$ cat src/design/pberc_pkg.sv
// Package for the packet bit error rate checker.
// Holds the transaction structs and the fixed constants of the expected pattern.
// It has no dependencies. The compare unit and the top level import it.
package pberc_pkg;

    // Field widths
    localparam int unsigned WORD_W  = 32;
    localparam int unsigned SEED_W  = 8;
    localparam int unsigned PHASE_W = 7;
    localparam int unsigned ERR_W   = 6;
    localparam int unsigned TOTAL_W = 48;

    // Pattern constants
    localparam logic [WORD_W-1:0]  PATTERN_STEP   = 32'd77777;
    localparam logic [PHASE_W-1:0] PATTERN_LAST   = 7'd79;
    localparam logic [PHASE_W-1:0] SEQ_PERIOD     = 7'd20;
    localparam logic [PHASE_W-1:0] SEQ_SLOT_1     = 7'd20;
    localparam logic [PHASE_W-1:0] SEQ_SLOT_2     = 7'd40;
    localparam logic [PHASE_W-1:0] SEQ_SLOT_3     = 7'd60;
    localparam logic [PHASE_W-1:0] PHASE_AFTER_SEQ = 7'd1;
    localparam int unsigned        SEED_SHIFT     = 24;
    localparam logic [ERR_W-1:0]   WORD_BITS      = 6'd32;

    // Input transaction
    typedef struct packed {
        logic              action;
        logic [WORD_W-1:0] rx_word;
        logic              first_word;
    } pberc_in_t;

    // Result transaction
    typedef struct packed {
        logic [ERR_W-1:0]   word_bit_errors;
        logic               sequence_break;
        logic [TOTAL_W-1:0] wrong_bits_total;
        logic [TOTAL_W-1:0] right_bits_total;
    } pberc_out_t;

    // Word comparison request and answer between top level and compare unit
    typedef struct packed {
        logic [WORD_W-1:0]  rx_word;
        logic [WORD_W-1:0]  seq_word;
        logic [SEED_W-1:0]  seed;
        logic [PHASE_W-1:0] phase;
    } pberc_cmp_req_t;

    typedef struct packed {
        logic [ERR_W-1:0]   errors;
        logic [PHASE_W-1:0] phase_next;
    } pberc_cmp_rsp_t;

    // Count set bits in one byte
    function automatic logic [3:0] byte_ones(input logic [7:0] b);
        logic [3:0] n;
        n = 4'd0;
        for (int k = 0; k < 8; k++)
        begin
            n = n + 4'(b[k]);
        end
        return n;
    endfunction

endpackage

$ cat src/design/pberc_compare.sv
// Compare unit of the packet bit error rate checker.
// Builds the expected word for the current phase and counts differing bits.
// Depends on pberc_pkg.
module pberc_compare (
    input  pberc_pkg::pberc_cmp_req_t req,
    output pberc_pkg::pberc_cmp_rsp_t rsp
);
    import pberc_pkg::*;

    logic             seq_slot;
    logic [WORD_W-1:0] pattern_word;
    logic [WORD_W-1:0] expect_word;
    logic [WORD_W-1:0] diff;

    // Pick the sequence number on every twentieth phase, else the pattern
    assign seq_slot = (req.phase == '0) || (req.phase == SEQ_SLOT_1) ||
                      (req.phase == SEQ_SLOT_2) || (req.phase == SEQ_SLOT_3);
    assign pattern_word = (WORD_W'(req.seed) << SEED_SHIFT)
                        + (WORD_W'(req.phase) * PATTERN_STEP);
    assign expect_word  = seq_slot ? req.seq_word : pattern_word;
    assign diff         = expect_word ^ req.rx_word;

    // Count differing bits byte by byte
    assign rsp.errors = ERR_W'(byte_ones(diff[7:0]))
                      + ERR_W'(byte_ones(diff[15:8]))
                      + ERR_W'(byte_ones(diff[23:16]))
                      + ERR_W'(byte_ones(diff[31:24]));

    // Advance the phase, wrapping after the last pattern slot
    assign rsp.phase_next = (req.phase == PATTERN_LAST) ? '0 : req.phase + 7'd1;

endmodule
$ cat config.mk
export PLATFORM = sky130hd
export DESIGN_NAME = pberc_compare
export DESIGN_NICKNAME = d
export VERILOG_FILES = /design/src/design/pberc_pkg.sv /design/src/design/pberc_compare.sv
export SDC_FILE = /design/constraint.sdc
export NUM_CORES = 1
export LEC_CHECK = 0
export BUFFER_PORTS_ARGS = -buffer_cell sky130_fd_sc_hd__buf_4
export CORE_MARGIN = 2
export CORE_UTILIZATION = 45
export DETAILED_ROUTE_END_ITERATION = 12
export PLACE_DENSITY = 0.72
export SLEW_MARGIN = 30
export SYNTH_ARGS = -nofsm -noshare
export SYNTH_HDL_FRONTEND = slang
export SYNTH_SLANG_ARGS = --single-unit
$ cat constraint.sdc
create_clock -name vclk -period 9.07
set_input_delay 0.4535 -clock vclk [all_inputs]
set_output_delay 0.4535 -clock vclk [all_outputs]
set_load 0.02 [all_outputs]
Yosys cells after proc, flatten, opt, wreduce, memory -nomap -nowiden
Cells that the tools add are included.
W data, S select, Z words.
{ "word_totals": {"reg_bits": 0, "in_bits": 79, "elab_cells": 45, "output_inout_bits": 13} }
{ "op_classes": {"mul": 1, "reduce_logical": 4, "n_bitwise": 1, "mux": 2, "add_sub_neg": 33, "n_eq_ne": 4} }
{ "ops": {"columns": ["operator", "count"], "rows": [
  ["$add A4 B1 Y4", 16],
  ["$add A32 B24 Y32", 1],
  ["$mux W32", 1],
  ["$xor A32 B32 Y32", 1],
  ["$mul A7 B17 Y24 const B", 1],
  ["$add A3 B1 Y4", 4],
  ["$eq A7 B6 Y1 const B", 2],
  ["$add A2 B1 Y3", 4],
  ["$add A1 B1 Y2", 4],
  ["$add A7 B1 Y7 const B", 1],
  ["$eq A7 B5 Y1 const B", 1],
  ["$eq A7 B7 Y1 const B", 1],
  ["$logic_not A7 Y1", 1],
  ["$mux W7", 1],
  ["$add A5 B4 Y6", 1],
  ["$add A6 B4 Y6", 1],
  ["$add A4 B4 Y5", 1],
  ["$logic_or A1 B1 Y1", 3]
]} }

Depth between registers and ports, before layout
Gate-level depths: netlist of run 1.
{ "depth": {"ltp_word": 16, "ltp_mapped": 34, "mapped_depth_nobuf": 32} }

Worst setup path before layout of run 1
No wires, ideal clock.
{ "synth_path": {"kind": "input to output", "startpoint": "input port req[2] (netlist name)", "endpoint": "output port rsp[11] (netlist name)", "path_buffers": 1, "arrival_time_ns": 9.026, "slack_ns": -0.409, "required_time_ns": 8.616, "path_stages": 31, "path_cell_list": "inv_1 -> fa_1 -> fa_1 -> fa_1 -> inv_1 -> fa_1 -> ha_1 -> nand2_1 -> a211o_1 -> and2_4 -> buf_6 -> o311a_1 -> or4_4 -> nor4_2 -> fa_1 -> inv_1 -> fa_1 -> fa_1 -> inv_1 -> fa_1 -> fa_1 -> inv_1 -> fa_1 -> inv_1 -> ha_1 -> inv_1 -> fa_1 -> inv_1 -> a21o_1 -> a21oi_1 -> xnor2_1"} }
{ "synth_rtl": {"columns": ["element", "line_no", "source"], "rows": [
  ["start, declared", "pberc_compare.sv:5", "input pberc_pkg::pberc_cmp_req_t req,"],
  ["end, declared", "pberc_compare.sv:6", "output pberc_pkg::pberc_cmp_rsp_t rsp"]
]} }

==> metrics.txt, run 1 <==
worst hold path class=input pin to output port; Core Util, Final=63.16%; DR WL/cell=13.86 um; crit share post-route=100.5%; Distinct cells, synth=47; antenna viol nets, final=0; DRC Markers=0; DP Wirelength=~8000 um; yosys warns=0; DP Area=between 4000 and 5000 um2; crit start category=input pin; FF/Latch Area=0 um2; area of the die=approximately 8800 um2; Rel. slew slack=~54%; Tmin final=between 9 and 10 ns; Crit-path slowest cell=fa_2; top post-synthesis cells by count=inv_1, ha_1, fa_1; initial antenna violation count=0; Hold Startpoint=req[0]; crit path kind=input pin to output port; final instance area=4906 um2; largest net degree at the start of global routing=19; via density per instance=5.118; failing checks=setup timing; Die H=93.67 um; layout cells sized above 1=a little over 30%; Required @ worst endpoint=~8.6 ns; Synth Cell Area=3618 um2; PortBufs=92; Starting Density=46.59%; First DRT Iteration DRCs=86; Avg Cell Area, Syn=approximately 8.4 um2; Bufs and invs on worst path=8; Slew @ Worst Pin=slightly below 0.7 ns; status=finished with violations; sequential share of the synthesized area=0%; post-route worst setup slack=-0.04155 ns; top cell type's share of synthesized area=between 20 and 30%; largest cells by area after synthesis=fa_1, ha_1, inv_1; synthesized instance count=between 400 and 500; FILL cells=between 600 and 700; Routed WL=a little over 9000 um; CP endpoint kind=output port; RSZ-0062 raised after global routing=true; core area=just under 8000 um2; Max Clock Freq=roughly 0.11 GHz; Final setup viols=2; Synth area leader=fa_1; Critical Path Fanout Max=5; Hold Violations, Final=0; vias in the first global route=approximately 3500; Final #Nets=between 700 and 800; top-count cell post-synth=inv_1; Max-Cap Viols=0; setup TNS=-0.07955 ns; delay-heaviest family, CP=adder cells; total congestion overflow=0; max-slew violations=0; Critical Path AT=8.66 ns; number of clock buffers in the layout=0; Syn Nets=between 600 and 700; Area Overhead vs Synth=35.58%; worst stage delay on the critical path=around 0.66 ns; Ports=92; Crit path top cell by count=fa_1; dpl ws=-0.2768 ns; CP Launch Point=req[6]; TritonRoute pass-1 iters=4; Ant. Diodes=0; routed vias=around 3400; FP Rows=32; Final GP Congestion=0.8804; count of hold-fix buffers inserted at cts=0; FFs & Latches=0; Tot GR Track Use=22.09%; Die W=around 94 um; global-route wire length before repair=between 15000 and 20000 um
-- kinds of logic after synthesis --
group	synth area share [%]
and+or+nand+nor	12.59
adders and majority gates	48.27
muxes	3.596
buffers and inverters	9.509
AOI/OAI and AO/OA	13.93
xor gates and xnor gates	12.10
-- worst paths after layout --
kind | depth (start not counted) | slack [ns] | end
setup / recovery | 31 | -0.04 | rsp[12]
hold / removal | 3 | 1.30 | rsp[0]
-- placed cells by master, fill, tap and decap left out, types with 3 or more instances in the layout --
cell / netlist / routed
buf_6: 1 / 5
mux2i_1: 13 / 13
o31ai_1: 6 / 6
nand2_1: 19 / 18
nor3_1: 4 / 4
xor2_1: 22 / 22
nor4_1: 3 / 3
ha_4: 0 / 5
o21ai_0: 9 / 9
fa_2: 0 / 5
ha_1: 66 / 60
a21oi_1: 26 / 24
nand3b_1: 4 / 4
xnor2_1: 28 / 27
a21o_1: 8 / 8
nand3_1: 9 / 8
nor2_1: 25 / 25
and3_1: 9 / 9
inv_1: 79 / 70
inv_2: 0 / 8
buf_4: 0 / 133
fa_1: 46 / 41
a31oi_1: 3 / 3
-- tightest hold or removal path: stages --
cell and delay, ns:
buf_4 0.17, nor2_1 0.06, buf_4 0.15
-- metrics by stage --
| stage | instances | hold WS (ns) |
|---|---|---|
| 2_1_floorplan | 429 | 0.9868 |
| 3_3_place_gp | 655 | 1.292 |
| 3_5_place_dp | 655 | 1.295 |
| 4_1_cts | 659 | 1.300 |
| 5_1_grt | 660 | 1.314 |
| 6_report | 660 | 1.296 |
-- routing by layer --
layer	up-vias	GRT usage [%]	share of wire, %
li1	1690	-	-
met1	1572	29.03	44
met2	106	40.59	50
met3	10	1.926	5.1
met4	0	2.778	1.2
met5	-	0	0
-- repair_timing --
action                                  in CTS  in global routing
endpoints found under the setup margin       5                  5
setup buffers                                4                  1
pin swaps                                   17                  9
gates resized for setup                     14                 11
-- area by class of cell --
| cell class | count | area (um2) | area share [%] |
|---|---|---|---|
| multi-input cells | 340 | 3408 | 69.47 |
| repair buffers | 139 | 1070 | 21.81 |
| inverters | 79 | 300.3 | 6.121 |
| well taps | 102 | 127.6 | 2.601 |
Power of run 1 is not shown: default switching activity piles up to over one toggle a cycle in this logic, so the estimate is an artifact.
==> inputs of run 2 (changes only) <==
--- a/config.mk
+++ b/config.mk
@@ -7,9 +7,9 @@
 export LEC_CHECK = 0
 export BUFFER_PORTS_ARGS = -buffer_cell sky130_fd_sc_hd__buf_4
 export CORE_MARGIN = 2
-export CORE_UTILIZATION = 45
+export CORE_UTILIZATION = 52
 export DETAILED_ROUTE_END_ITERATION = 12
-export PLACE_DENSITY = 0.72
+export PLACE_DENSITY = 0.82
 export SLEW_MARGIN = 30
 export SYNTH_ARGS = -nofsm -noshare
 export SYNTH_HDL_FRONTEND = slang
==> metrics.txt, run 2 (synthesis gave the netlist of run 1 again) <==
status=finished with violations; failing checks=setup timing; Critical Path AT=8.75 ns (+0.09 ns); global-route wire length before repair=15980 um (+0.66%); initial antenna violation count=0 (unchanged); Final setup viols=3 (+1); most common cell after layout, fill and taps aside=buf_4; FP Rows=30 (-6.3%); Tmin final=9.201 ns (+0.08903 ns); PortBufs=92 (unchanged); post-route worst setup slack=-0.1306 ns (-0.08903 ns); DR WL/cell=15.18 um (+9.5%); vias in the first global route=3702 (+4.6%); total congestion overflow=0 (unchanged); antenna viol nets, final=0 (unchanged); Max Clock Freq=0.1087 GHz (-0.97%); largest net degree at the start of global routing=28 (+9); max-slew violations=0 (unchanged); Ports=92 (unchanged); Tot GR Track Use=26.14% (+4.0 points); Bufs and invs on worst path=12 (+4); worst stage delay on the critical path=0.56 ns (-0.10 ns); Max-Cap Viols=0 (unchanged); Crit path top cell by count=fa_1; Core Util, Final=71.70% (+8.5 points); number of clock buffers in the layout=0 (unchanged); Hold Violations, Final=0 (unchanged); RSZ-0062 raised after global routing=true; FILL cells=525 (-25%); Final GP Congestion=0.8474 (-3.7%); worst hold path class=input pin to output port; most frequent cells in the layout=buf_4, inv_1, ha_1; layout cells sized above 1=30.51% (-0.50 points); crit share post-route=101.4% (+0.98 points); DP Wirelength=8477 um (+3.6%); DRC Markers=0 (unchanged); Starting Density=53.56% (+7.0 points); area of the die=7642 um2 (-13%); Slew @ Worst Pin=0.6263 ns (-0.06496 ns); Crit-path slowest cell=fa_2; FFs & Latches=0 (unchanged); Required @ worst endpoint=8.62 ns (about the same); Rel. slew slack=58.25% (+4.5 points); core area=6756 um2 (-13%); via density per instance=5.445 (+6.4%); Ant. Diodes=0 (unchanged); routed vias=3452 (+2.2%); TritonRoute pass-1 iters=4 (unchanged); First DRT Iteration DRCs=116 (+35%); Critical Path Fanout Max=8 (+3); Area Overhead vs Synth=33.89%; Die H=87.42 um (-6.7%); Die W=87.42 um (-6.7%); Hold Startpoint=req[0]; count of hold-fix buffers inserted at cts=0 (unchanged); crit start category=input pin; FF/Latch Area=0 um2 (unchanged); crit path kind=input pin to output port; Final #Nets=747 (-0.53%); Routed WL=9621 um (+5.2%); delay-heaviest family, CP=adder cells; CP endpoint kind=output port; CP Launch Point=req[4]
==> run 2: per-stage QoR <==
step                      area (um2)  cells  hold slack (ns)  TNS [ns]  worst slack, ns
after floorplan                 3675    429           0.9868         0          0.01687
after global placement          4716    629            1.293   -0.4858          -0.1759
after detailed placement        4716    629            1.299    -1.163          -0.3229
after CTS                       4801    632            1.299   -0.1476          -0.1262
after global routing            4845    634            1.321    -1.184          -0.3603
final                           4845    634            1.291   -0.1394          -0.1306
==> run 2: worst paths after layout <==
path                  end  depth (start not counted)
hold / removal     rsp[0]                          3
setup / recovery  rsp[11]                         34
==> run 2: repair_timing <==
action	4_1_cts	5_1_grt
setup buffers	3	2
pin swaps	17	6
resized for setup	15	7
endpoints found under the setup margin	5	5
==> run 2: final cells by class <==
class | count | area, um2 | area share (%)
inverter | 79 | 302.8 | 6.250
multi-input combinational | 340 | 3413 | 70.45
tap | 80 | 100.1 | 2.066
timing repair buffer | 135 | 1028 | 21.23
==> run 2: per-layer routing <==
metal | wire length, um | global-route usage [%] | vias to the layer above
met4 | 189 | 4.895 | 0
met5 | 0 | 0 | -
li1 | - | - | 1690
met1 | 3933 | 30.79 | 1611
met3 | 452 | 1.896 | 19
met2 | 5046 | 51.38 | 132
Power of run 2 is left out for the same reason.
